--- config.mk ---
export PLATFORM = sky130hd
export DESIGN_NAME = light_gate_speed_timer
export DESIGN_NICKNAME = d
export VERILOG_FILES = /design/src/rtl/lgst_pkg.sv /design/src/rtl/light_gate_speed_timer.sv
export VERILOG_INCLUDE_DIRS = /design/src /design/src/rtl
export SDC_FILE = /design/constraint.sdc
export NUM_CORES = 1
export LEC_CHECK = 0
export BUFFER_PORTS_ARGS = -buffer_cell sky130_fd_sc_hd__buf_2
export CAP_MARGIN = 20
export CORE_UTILIZATION = 25
export DETAILED_ROUTE_END_ITERATION = 16
export PLACE_DENSITY = 0.52
export SYNTH_ARGS = -nofsm -noshare
export SYNTH_HDL_FRONTEND = slang
export SYNTH_SLANG_ARGS = --single-unit
--- constraint.sdc ---
create_clock -name clk -period 9.6 [get_ports clk]
set_input_delay 1.44 -clock clk [delete_from_list [all_inputs] [get_ports clk]]
set_output_delay 1.44 -clock clk [all_outputs]
set_load 0.02 [all_outputs]
--- src/rtl/light_gate_speed_timer_defines.svh ---
// Assertion macros shared by the light gate speed timer RTL.
`ifndef LIGHT_GATE_SPEED_TIMER_DEFINES_SVH
`define LIGHT_GATE_SPEED_TIMER_DEFINES_SVH

// Same-cycle implication, sampled on clk and disabled while rst_n is low.
`define LGST_ASSERT_IMPL(lbl, ante, cons) \
    lbl: assert property (@(posedge clk) disable iff (!rst_n) (ante) |-> (cons)) \
        else $error("light gate speed timer: same-cycle check failed");

// Next-cycle implication, sampled on clk and disabled while rst_n is low.
`define LGST_ASSERT_NEXT(lbl, ante, cons) \
    lbl: assert property (@(posedge clk) disable iff (!rst_n) (ante) |=> (cons)) \
        else $error("light gate speed timer: next-cycle check failed");

`endif

--- src/rtl/lgst_pkg.sv ---
// Package with the types and constants of the light gate speed timer.
package lgst_pkg;

    // Width of the tick counter.
    localparam int COUNT_WIDTH = 16;
    // Width of the distance numerator, the speed and the elapsed count fields.
    localparam int NUM_W       = 16;
    localparam int SPEED_W     = 16;
    localparam int ELAPSED_W   = 16;
    // The divider retires one quotient bit per cycle.
    localparam int DIV_STEPS   = NUM_W;
    localparam int STEP_W      = $clog2(DIV_STEPS);
    // Width wide enough to compare any count against the elapsed field maximum.
    localparam int WIDE_W      = 33;

    localparam logic [COUNT_WIDTH-1:0] COUNT_MAX    = {COUNT_WIDTH{1'b1}};
    localparam logic [NUM_W-1:0]       NUM_RESET    = NUM_W'(45720);
    localparam logic [SPEED_W-1:0]     SPEED_MAX    = {SPEED_W{1'b1}};
    localparam logic [ELAPSED_W-1:0]   ELAPSED_MAX  = {ELAPSED_W{1'b1}};
    localparam logic [STEP_W-1:0]      STEP_LAST    = STEP_W'(DIV_STEPS - 1);

    // Input item kinds.
    localparam logic ACT_TICK  = 1'b0;
    localparam logic ACT_EVENT = 1'b1;
    // Gate level meaning the beam is interrupted.
    localparam logic LEVEL_BLOCKED = 1'b0;

    typedef enum logic [0:0] {
        ST_IDLE,
        ST_DIVIDE
    } lgst_state_t;

    // Elapsed count as reported, saturated at the field maximum.
    function automatic logic [ELAPSED_W-1:0] sat_elapsed(input logic [COUNT_WIDTH-1:0] cnt);
        logic [WIDE_W-1:0] wide;
        wide = WIDE_W'(cnt);
        if (wide > WIDE_W'(ELAPSED_MAX))
            sat_elapsed = ELAPSED_MAX;
        else
            sat_elapsed = wide[ELAPSED_W-1:0];
    endfunction

endpackage

--- src/rtl/light_gate_speed_timer.sv ---
// Light gate speed timer: arming, tick counting and bit-serial speed division.
// A stop event with a zero count shows its result in the cycle after it is taken;
// any other stop event shows its result once the divider has finished.
// Throughput: one item per cycle, except that the 16-step restoring divider holds
// off input while it runs, and input stalls while armed with an untaken result.
// Reset (rst_n low, asynchronous) disarms, clears the count and loads 45720.
`include "light_gate_speed_timer_defines.svh"

module light_gate_speed_timer
    import lgst_pkg::*;
(
    input  logic                   clk,
    input  logic                   rst_n,
    // Input item channel.
    input  logic                   in_valid,
    output logic                   in_stall,
    input  logic                   action,
    input  logic                   gate_a_level,
    input  logic                   gate_b_level,
    // Result item channel.
    output logic                   out_valid,
    input  logic                   out_stall,
    output logic [ELAPSED_W-1:0]   elapsed_ticks,
    output logic [SPEED_W-1:0]     speed_mm_s,
    output logic                   zero_time_error,
    // Configuration write channel.
    input  logic                   cfg_valid,
    output logic                   cfg_ready,
    input  logic [NUM_W-1:0]       distance_numerator
);

    // Control state.
    lgst_state_t              state_reg, state_next;
    logic                     armed_reg, armed_next;
    logic [COUNT_WIDTH-1:0]   tick_count_reg, tick_count_next;
    logic [STEP_W-1:0]        step_reg, step_next;
    logic                     out_valid_reg, out_valid_next;
    logic [NUM_W-1:0]         numerator_reg, numerator_next;

    // Divider datapath and result registers.
    logic [COUNT_WIDTH:0]     rem_reg, rem_next;
    logic [NUM_W-1:0]         quot_reg, quot_next;
    logic [ELAPSED_W-1:0]     elapsed_reg, elapsed_next;
    logic [SPEED_W-1:0]       speed_reg, speed_next;
    logic                     err_reg, err_next;

    logic                     in_accept;
    logic [COUNT_WIDTH:0]     rem_shift;
    logic [COUNT_WIDTH:0]     rem_diff;

    // Input is held off while the divider runs. It is also held off while a result
    // is still waiting and the timer is armed, since only an armed timer can fire;
    // this keeps the output register free whenever a new result may be produced.
    assign in_stall  = (state_reg != ST_IDLE) || (out_valid_reg && armed_reg);
    assign in_accept = in_valid && !in_stall;

    // The register may be written whenever no division is under way.
    assign cfg_ready = (state_reg == ST_IDLE);

    assign out_valid       = out_valid_reg;
    assign elapsed_ticks   = elapsed_reg;
    assign speed_mm_s      = speed_reg;
    assign zero_time_error = err_reg;

    // One restoring step: bring down the next dividend bit and try the subtraction.
    // The divisor is the tick count itself, which cannot move during a division.
    assign rem_shift = {rem_reg[COUNT_WIDTH-1:0], quot_reg[NUM_W-1]};
    assign rem_diff  = rem_shift - {1'b0, tick_count_reg};

    always_ff @(posedge clk or negedge rst_n)
    begin
        if (!rst_n)
        begin
            state_reg      <= ST_IDLE;
            armed_reg      <= 1'b0;
            tick_count_reg <= '0;
            step_reg       <= '0;
            out_valid_reg  <= 1'b0;
            numerator_reg  <= NUM_RESET;
        end
        else
        begin
            state_reg      <= state_next;
            armed_reg      <= armed_next;
            tick_count_reg <= tick_count_next;
            step_reg       <= step_next;
            out_valid_reg  <= out_valid_next;
            numerator_reg  <= numerator_next;
        end
    end

    always_ff @(posedge clk)
    begin
        rem_reg     <= rem_next;
        quot_reg    <= quot_next;
        elapsed_reg <= elapsed_next;
        speed_reg   <= speed_next;
        err_reg     <= err_next;
    end

    always_comb
    begin
        state_next      = state_reg;
        armed_next      = armed_reg;
        tick_count_next = tick_count_reg;
        step_next       = step_reg;
        out_valid_next  = out_valid_reg;
        numerator_next  = numerator_reg;
        rem_next        = rem_reg;
        quot_next       = quot_reg;
        elapsed_next    = elapsed_reg;
        speed_next      = speed_reg;
        err_next        = err_reg;

        if (cfg_valid && cfg_ready)
            numerator_next = distance_numerator;

        // A waiting result leaves once the far side stops stalling.
        if (out_valid_reg && !out_stall)
            out_valid_next = 1'b0;

        case (state_reg)
            ST_IDLE:
            begin
                if (in_accept)
                begin
                    if (action == ACT_TICK)
                    begin
                        // Ticks count only while armed and stop at the top.
                        if (armed_reg && (tick_count_reg != COUNT_MAX))
                            tick_count_next = tick_count_reg + COUNT_WIDTH'(1);
                    end
                    else if (!armed_reg)
                    begin
                        // First gate blocked: restart the count and arm. The second
                        // gate is ignored here, so both blocked only arms.
                        if (gate_a_level == LEVEL_BLOCKED)
                        begin
                            tick_count_next = '0;
                            armed_next      = 1'b1;
                        end
                    end
                    else if (gate_b_level == LEVEL_BLOCKED)
                    begin
                        // Second gate blocked: disarm and produce the measurement.
                        armed_next   = 1'b0;
                        elapsed_next = sat_elapsed(tick_count_reg);
                        if (tick_count_reg == '0)
                        begin
                            speed_next     = SPEED_MAX;
                            err_next       = 1'b1;
                            out_valid_next = 1'b1;
                        end
                        else
                        begin
                            err_next   = 1'b0;
                            rem_next   = '0;
                            quot_next  = numerator_reg;
                            step_next  = '0;
                            state_next = ST_DIVIDE;
                        end
                    end
                end
            end

            ST_DIVIDE:
            begin
                if (rem_diff[COUNT_WIDTH])
                begin
                    rem_next  = rem_shift;
                    quot_next = {quot_reg[NUM_W-2:0], 1'b0};
                end
                else
                begin
                    rem_next  = rem_diff;
                    quot_next = {quot_reg[NUM_W-2:0], 1'b1};
                end
                step_next = step_reg + STEP_W'(1);
                if (step_reg == STEP_LAST)
                begin
                    speed_next     = quot_next[SPEED_W-1:0];
                    out_valid_next = 1'b1;
                    state_next     = ST_IDLE;
                end
            end

            default:
            begin
                state_next = ST_IDLE;
            end
        endcase
    end

    // The divider only ever runs with a nonzero divisor, disarmed, and with the
    // output register empty.
    `LGST_ASSERT_IMPL(a_div_nonzero, state_reg == ST_DIVIDE, tick_count_reg != '0)
    `LGST_ASSERT_IMPL(a_div_clean, state_reg == ST_DIVIDE, !armed_reg && !out_valid_reg)
    // The last divide step always delivers a result without the error flag.
    `LGST_ASSERT_NEXT(a_div_done,
        (state_reg == ST_DIVIDE) && (step_reg == STEP_LAST),
        out_valid_reg && !err_reg && (state_reg == ST_IDLE))
    // A zero-time result carries the maximum speed and an elapsed count of zero.
    `LGST_ASSERT_IMPL(a_zero_time, out_valid_reg && err_reg,
        (speed_reg == SPEED_MAX) && (elapsed_reg == '0))

endmodule

==> results of run 1 <==
## where the power goes
group / switching (W) / internal, W
registers: 0.0000879 / 0.000708
logic: 0.000484 / 0.000364
clock network: 0.000188 / 0.000187
total: 0.000760 / 0.00126
## path summary, 6_finish.rpt
path                                   start  slack [ns]                  to
setup / recovery           tick_count_reg[0]        6.25          rem_reg[3]
hold / removal              numerator_reg[8]        0.51    numerator_reg[8]
setup reg to reg           tick_count_reg[0]        6.25          rem_reg[3]
hold reg to reg             numerator_reg[8]        0.51    numerator_reg[8]
max in group asynchronous              rst_n        7.78  tick_count_reg[10]
min in group asynchronous              rst_n        1.23    numerator_reg[6]
## logic make-up (layout without fill, tap and decap cells)
kind of cell,count (synthesis),count (layout)
multiplexers,36,36
flip-flops,104,104
adder cells (fa/ha/maj),20,20
buffers and inverters,39,106
AND/OR/NAND/NOR,109,109
AO/OA/AOI/OAI,83,83
XOR/XNOR,20,20
## layer usage
metal,wire (um),track usage [%],vias up
li1,-,-,1655
met1,5080,14.0,1723
met2,5290,17.4,68
met3,509,3.00,11
met4,219,4.64,0
met5,0,0,-
## cell usage in the layout, fill, tap and decap left out, types with 6 or more instances in the layout
cell type,n
a32o_1,7
dfstp_2,7
ha_1,19
nand3_1,11
a21oi_1,10
nor2_1,27
edfxtp_1,65
nand2b_1,19
mux2_2,31
dfrtp_1,32
a21o_1,8
a22o_1,9
nand2_1,20
buf_2,59
xnor2_1,16
o21ai_0,9
inv_1,24
clkbuf_16,9
a211oi_1,6
## worst reg2reg max path, cell delays in order, from the launching register on
cell and delay (ns):
dfrtp_1 0.47, ha_1 0.27, fa_1 0.39, nand2b_1 0.20, a211oi_2 0.27, o211ai_2 0.19
o21ai_2 0.26, mux2i_2 0.89, a22o_1 0.28
## per-stage QoR
| step | instance area [um2] | std cells | util [%] | power [W] | hold WS [ns] |
|---|---|---|---|---|---|
| finish | 6110 | 748 | 30.1 | 0.00202 | 0.509 |
| global route | 6110 | 748 | 30.1 | 0.00216 | 0.527 |
| CTS | 6110 | 748 | 30.1 | 0.00204 | 0.511 |
| detailed placement | 5800 | 732 | 28.6 | 0.00166 | 0.492 |
| global placement | 5800 | 732 | 28.6 | 0.00164 | 0.489 |
| floorplan | 5190 | 411 | - | 0.00145 | 0.474 |
## cell type report
type	instances	area, um2	area share [%]
Clock buffer	9	225	3.69
Clock inverter	7	81.3	1.33
Inverter	26	97.6	1.60
Multi-Input combinational cell	268	2100	34.3
Sequential cell	104	2940	48.1
Tap cell	270	338	5.53
Timing Repair Buffer	64	333	5.45
==> summary.md, run 1 <==
| Metric | Value |
|---|---|
| Final Hold Viols | 0 |
| Die area | 21300 um2 |
| Status | complete, no violations |
| PnR worst setup slack | 6.25 ns |
| Post-Synthesis Cells | 411 |
| WHS Path Cells | 1 |
| Post-Syn Area | 5190 um2 |
| EDFF count, synth | 65 |
| TritonCTS clock tree | yes |
| Xor-xnor portion of the synthesized cell area | 3.38% |
| Final Cycle Share | 34.9% |
| Cell family with most CP delay | compound AO/OA/AOI/OAI gates |
| Synthesized-area fraction occupied by adder cells | under 10% |
| Drt pass-1 iters | 4 |
| Cell variety after synth | 60 |
| Nets | 517 |
| YS warnings | 0 |
| Worst hold path class | flop to flop |
| Die width | 146 um |
| Slew @ Worst Pin | between 1 and 1.5 ns |
| Setup Viol. Count Final | 0 |
| Clock transition at the registers of the reported paths | 0.08 ns |
| Pre-CTS setup slack | 6.21 ns |
| Max-cap violations | 0 |
| Compound-Gate Fraction of Synth Area | 13.0% |
| Top-area cell type share of the netlist area | 37.6% |
| Leak pwr | between 2 and 2.5 nW |
| DRC Markers | 0 |
| CP max FO | 17 |
| Slew Viols, Final | 0 |
| Fill cells | 2085 |
| First-pass GRT wire length | 18100 um |
| Share of post-route cells with drive strength above 1 | ~30% |
| Setup TNS Final | 0 ns |
| N_diodes | 0 |
| Worst Skew | 0.0142 ns |
| PortBufs | 59 |
| Count leader, synth | edfxtp_1 |
| # resized after CTS | 0 |
| Total track usage | 10.9% |
| R2R cell count | 8 |
| Startpoint Class | flop |
| Largest net degree at the start of global routing | 40 |
| Area leader, netlist | edfxtp_1 |
| Remaining antenna violation count | 0 |
| Stages on worst setup path | 8 |
| Initial Util | about 26% |
| Clock latency on the worst-skew pair | 0.36 ns |
| Chip Height | about 150 um |
| Io pins | 60 |
| Fmax achieved | 298 MHz |
| Mux contribution to synthesized area | ~7.8% |
| CP arrival | 3.58 ns |
| Pwr dens | 330 nW/um2 |
| Post-Synth Simple-Gate Area | 10.9% |
| Clock buffer depth | 2 |
| Synth-to-Final Area Change | 17.7% |
| Initial antenna violation count | 0 |
| CTS buffer count | 9 |
| Largest family of logic cells by synthesized area | compound AO/OA/AOI/OAI gates |
| Post-synth top flop | edfxtp_1 |
| RSZ-0062 raised after global routing | no |
| Average cell area after synthesis | 12.6 um2 |
| Slowest-stage cell, CP | mux2i_2 |
| WP data required | approximately 9.8 ns |
| Post-CTS setup buffers | 0 |
| Max VDD drop | 0.109 mV |
| Top cells by area, synth | edfxtp_1 (38%), dfrtp_1 (15%), mux2_2 (6.7%) |
| Commonest cells post-synth | edfxtp_1 (65), dfrtp_1 (32), mux2_2 (31) |
| Synth async-reset ratio | between 30% and 40% |
| Hold-fix buffer count after cts | 0 |
| Routed WL | 11100 um |
| CP Class | flop to flop |
| Gpl congestion | between 0.8 and 0.9 |
| Grt total ovfl | 0 |
| DR iter-0 viols | 161 |
| DR vias | around 3500 |
| Via density per instance | between 4 and 5 |
| Seq/Total Area, Yosys | 56.6% |
| Cell row count | 52 |
| Fin crit period | around 3.4 ns |
| Core ar. | 20300 um2 |
| CP cell instances | ha_1 -> fa_1 -> nand2b_1 -> a211oi_2 -> o211ai_2 -> o21ai_2 -> mux2i_2 -> a22o_1 |
| H-tree lvl count | 3 |
| Detailed Place HPWL | 7850 um |
| Syn Nets | 455 |
| CP max stage delay | 0.89 ns |
| Vias in the first global route | 3430 |
| Buffers and inverters on the worst path | 0 |
| Max-slew headroom at the worst pin | between 30% and 40% |
| CP Capture Type | flop |
| Root Buffer | clkbuf_16 |
| Synthesized flop and latch total | 104 |
| Clk sink count | 104 |
| Wirelength per Cell | 14.8 um |
No activity file was read; power rests on OpenSTA's default activity.
==> inputs of run 2 (changes only) <==
- clock period: 9.6 -> 3.2 ns (I/O delays scaled with it)
==> summary.md, run 2 (synthesis results as in run 1) <==
| Metric | Value |
|---|---|
| PortBufs | 59 |
| Setup Viol. Count Final | 0 |
| CP Class | flop to flop |
| DR vias | 3503 |
| DR iter-0 viols | 243 |
| Remaining antenna violation count | 0 |
| H-tree lvl count | 3 |
| Comb power frac | between 40% and 50% |
| Most frequent cells in the layout | edfxtp_1 (65), buf_2 (59), dfrtp_1 (32) |
| Worst hold path class | input port to asynchronous set/reset pin |
| Clk pwr share | 17.9% |
| TritonCTS clock tree | yes |
| Buffers and inverters on the worst path | 1 |
| Status | complete, no violations |
| Max-cap violations | 0 |
| Clock latency on the worst-skew pair | 0.36 ns |
| CP arrival | 3.02 ns |
| Chip Height | 146 um |
| Grt total ovfl | 0 |
| Synth-to-Final Area Change | 18.5% |
| Pwr dens | 997 nW/um2 |
| Max VDD drop | slightly above 0.3 mV |
| Worst Skew | 0.00880 ns |
| Wirelength per Cell | 15.3 um |
| Fin crit period | between 2 and 3 ns |
| Drt pass-1 iters | 4 |
| CP max stage delay | 0.47 ns |
| Leak pwr | 2.32 nW |
| CP max FO | 17 |
| Detailed Place HPWL | 8210 um |
| Flop pwr share | 39.0% |
| Slowest-stage cell, CP | dfrtp_1 |
| Post-CTS setup buffers | 0 |
| Vias in the first global route | 3416 |
| Setup TNS Final | 0 ns |
| Register Area | 2940 um2 |
| CP cell instances | ha_1 -> fa_1 -> nand2b_1 -> a211oi_2 -> o211ai_2 -> o21ai_2 -> mux2i_2 -> buf_4 -> a32o_1 |
| R2r setup slk | ~0.40 ns |
| Final core utilization | 30.3% |
| Fmax achieved | 358 MHz |
| Slew Viols, Final | 0 |
| # resized after CTS | 0 |
| Core ar. | approximately 20000 um2 |
| Fill cells | around 2100 |
| Final Cycle Share | between 80% and 90% |
| Overall power consumption | slightly above 0.006 W |
| Largest net degree at the start of global routing | 41 |
| Share of post-route cells with drive strength above 1 | 30.0% |
| Initial antenna violation count | 0 |
| Worst r2r src | tick_count_reg[0] |
| N_diodes | 0 |
| CTS buffer count | 9 |
| Clock transition at the registers of the reported paths | roughly 0.08 ns |
| Cell family with most CP delay | compound AO/OA/AOI/OAI gates |
| NetSw | 0.00232 W |
| Final Hold Viols | 0 |
| Hold-fix buffer count after cts | 0 |
| Worst r2r dst | rem_reg[14] |
| RSZ-0062 raised after global routing | no |
| Root Buffer | clkbuf_16 |
| Initial Util | 25.6% |
| Die area | 21300 um2 |
| R2R cell count | 9 |
| WP data required | between 3 and 4 ns |
| Die width | 146 um |
| Clock buffer depth | 2 |
| Routed WL | 11500 um |
| Internal power | roughly 0.0038 W |
| Io pins | 60 |
| Multi-input gate area | 2090 um2 |
| Total track usage | 11.3% |
| Startpoint Class | flop |
| Slew @ Worst Pin | between 0.5 and 0.6 ns |
| Gpl congestion | approximately 0.84 |
| Clk sink count | approximately 100 |
| Nets | 523 |
| First-pass GRT wire length | 18700 um |
| Via density per instance | 4.65 |
| Cell row count | 52 |
| Most common cell after layout, fill and taps aside | edfxtp_1 |
| Max-slew headroom at the worst pin | 65.6% |
| Switching share of power | 37.8% |
| DRC Markers | 0 |
| CP Capture Type | flop |
## run 2: cell type report
cell class,instances,share of cell area (%)
clock buffer,9,3.66
clock inverter,7,1.14
inverter,26,1.59
multi-input combinational,268,34.0
sequential,104,47.8
tap,270,5.49
timing repair buffer,70,6.35
## run 2: worst max path at each step
stage	from	end	depth (start not counted)
after floorplan	state_reg	quot_reg[0]	5
after global placement	tick_count_reg[0]	rem_reg[2]	9
after detailed placement	tick_count_reg[0]	rem_reg[2]	9
after CTS	tick_count_reg[0]	rem_reg[14]	9
after global routing	tick_count_reg[0]	rem_reg[14]	9
final	tick_count_reg[0]	rem_reg[14]	9
## run 2: power by group through the flow
| stage | Clock (W) | Sequential (W) | Combinational (W) |
|---|---|---|---|
| 2_1_floorplan | 0 | 0.00243 | 0.00191 |
| 3_3_place_gp | 0 | 0.00240 | 0.00257 |
| 3_5_place_dp | 0 | 0.00242 | 0.00264 |
| 4_1_cts | 0.00113 | 0.00240 | 0.00265 |
| 5_1_grt | 0.00118 | 0.00245 | 0.00292 |
| 6_report | 0.00110 | 0.00239 | 0.00264 |
## run 2: stage by stage
stage                     hold slack (ns)  area, um2  setup slack, ns  instances
final                              0.0153       6150            0.403        754
after CTS                           0.305       6130            0.390        753
after floorplan                     0.184       5190            0.222        411
after global placement              0.489       5830            0.448        737
after global routing               0.0276       6150            0.180        754
after detailed placement            0.495       5830            0.414        737
## run 2: routing by layer
metal | vias up | GRT usage (%) | part of all wire [%] | wire (um)
met3 | 17 | 2.25 | 4.4 | 510
met5 | - | 0 | 0 | 0
met1 | 1730 | 14.5 | 44 | 5100
met2 | 89 | 18.5 | 49 | 5690
met4 | 0 | 4.64 | 2.2 | 250
li1 | 1667 | - | - | -
==> inputs of run 3 (changes only) <==
- TNS_END_PERCENT: unset -> 100
- clock period: 3.2 -> 3.6 ns (I/O delays scaled with it)
==> summary.md, run 3 (synthesis results as in run 1) <==
| Metric | Value |
|---|---|
| Status | complete, no violations |
| PnR worst setup slack | 0.826 ns |
| Gpl congestion | approximately 0.81 |
| Nets | 523 |
| Startpoint Class | flop |
| Root Buffer | clkbuf_16 |
| Inst Count DP | between 700 and 800 |
| Max-cap violations | 0 |
| Worst r2r dst | rem_reg[10] |
| H-tree lvl count | 3 |
| # resized after CTS | 0 |
| Detailed Place HPWL | between 8000 and 9000 um |
| Share of post-route cells with drive strength above 1 | between 20% and 30% |
| CP arrival | 2.88 ns |
| DR iter-0 viols | between 200 and 250 |
| Max VDD drop | approximately 0.21 mV |
| Die width | 146 um |
| R2R cell count | 9 |
| R2r setup slk | 0.83 ns |
| DR vias | approximately 3500 |
| Setup TNS Final | 0 ns |
| Internal power | 0.00339 W |
| Worst r2r src | tick_count_reg[0] |
| Chip Height | between 100 and 150 um |
| Most frequent cells in the layout | edfxtp_1 (65), buf_2 (59), dfrtp_1 (32) |
| Synth-to-Final Area Change | 18.7% |
| Initial Util | 25.6% |
| Max-slew headroom at the worst pin | 50.4% |
| Worst hold path class | input port to asynchronous set/reset pin |
| CP Capture Type | flop |
| DRC Markers | 0 |
| Initial antenna violation count | 0 |
| Pwr dens | 880 nW/um2 |
| Largest net degree at the start of global routing | about 40 |
| Cell row count | 52 |
| Final Cycle Share | 77.0% |
| Drt pass-1 iters | 4 |
| Setup Viol. Count Final | 0 |
| TritonCTS clock tree | yes |
| End point of the critical path | rem_reg[10] |
| Routed WL | around 11000 um |
| N_diodes | 0 |
| CTS buffer count | 9 |
| Hold-fix buffer count after cts | 0 |
| Die area | 21300 um2 |
| Switching share of power | 37.5% |
| Pre-CTS setup slack | 0.808 ns |
| Remaining antenna violation count | 0 |
| Post-CTS setup buffers | 0 |
| Wirelength per Cell | 15.0 um |
| Post-route insts no fill | 754 |
| Total track usage | between 10% and 20% |
| Leak pwr | around 2.3 nW |
| Slew @ Worst Pin | 0.744 ns |
| Clk pwr share | 17.8% |
| Vias in the first global route | 3507 |
| Slew Viols, Final | 0 |
| Clock latency on the worst-skew pair | 0.36 ns |
| Most common cell after layout, fill and taps aside | edfxtp_1 |
| CP max FO | 9 |
| Comb power frac | 42.9% |
| Final Hold Viols | 0 |
| RSZ-0062 raised after global routing | no |
| CP Class | flop to flop |
| Fmax achieved | 361 MHz |
| CP startpoint | tick_count_reg[0] |
| Clk sink count | 104 |
| First-pass GRT wire length | 18600 um |
| Fin crit period | 2.77 ns |
| Core ar. | 20300 um2 |
| Io pins | 60 |
| Grt total ovfl | 0 |
| WP data required | 3.71 ns |
| Flop pwr share | ~40% |
| PortBufs | 59 |
| NetSw | 0.00203 W |
| Clock transition at the registers of the reported paths | 0.08 ns |
| Via density per instance | 4.61 |
| Worst Skew | between 0.01 and 0.015 ns |
| Clock buffer depth | 2 |
[run 3: critical path, stage by stage, from the launching register on]
cell      delay (ns)
dfrtp_1         0.47
ha_1            0.26
fa_1            0.38
nand2b_1        0.20
a211oi_2        0.27
o211ai_2        0.17
o21ai_2         0.26
mux2i_2         0.11
buf_4           0.18
a22o_1          0.24
[run 3: metrics by stage]
step / hold WS (ns) / power (W) / cell area, um2 / util [%]
after global routing: 0.153 / 0.00581 / 6160 / 30.4
after global placement: 0.488 / 0.00442 / 5830 / 28.7
final: 0.135 / 0.00542 / 6160 / 30.4
after floorplan: 0.244 / 0.00386 / 5190 / -
after CTS: 0.356 / 0.00549 / 6130 / 30.2
after detailed placement: 0.495 / 0.00449 / 5830 / 28.7
[run 3: worst min path at each step]
| stage | startpoint | to | slack [ns] | cells after the start |
|---|---|---|---|---|
| 2_1_floorplan | rst_n | armed_reg | 0.24 | 0 |
| 3_3_place_gp | numerator_reg[8] | numerator_reg[8] | 0.49 | 1 |
| 3_5_place_dp | numerator_reg[10] | numerator_reg[10] | 0.49 | 1 |
| 4_1_cts | rst_n | numerator_reg[8] | 0.36 | 1 |
| 5_1_grt | rst_n | numerator_reg[6] | 0.15 | 1 |
| 6_report | rst_n | numerator_reg[6] | 0.13 | 1 |
[run 3: cell type report]
type / count / area, um2
clock buffer: 9 / 225
clock inverter: 7 / 75.1
fill: 2114 / 14100
inverter: 26 / 97.6
multi-input combinational: 268 / 2090
sequential: 104 / 2940
tap: 270 / 338
timing repair buffer: 70 / 398
[run 3: per-layer routing]
metal	track usage, %	share of wire, %	up-vias
li1	-	-	1678
met1	13.9	46	1722
met2	18.8	49	64
met3	2.41	3.4	15
met4	4.74	2.2	0
met5	0	0	-
[run 3: power by group through the flow]
stage	clock, W	combinational (W)	sequential, W
after floorplan	0	0.00170	0.00216
final	0.000967	0.00233	0.00213
after detailed placement	0	0.00233	0.00216
after CTS	0.00100	0.00235	0.00214
after global routing	0.00104	0.00258	0.00219
after global placement	0	0.00228	0.00215
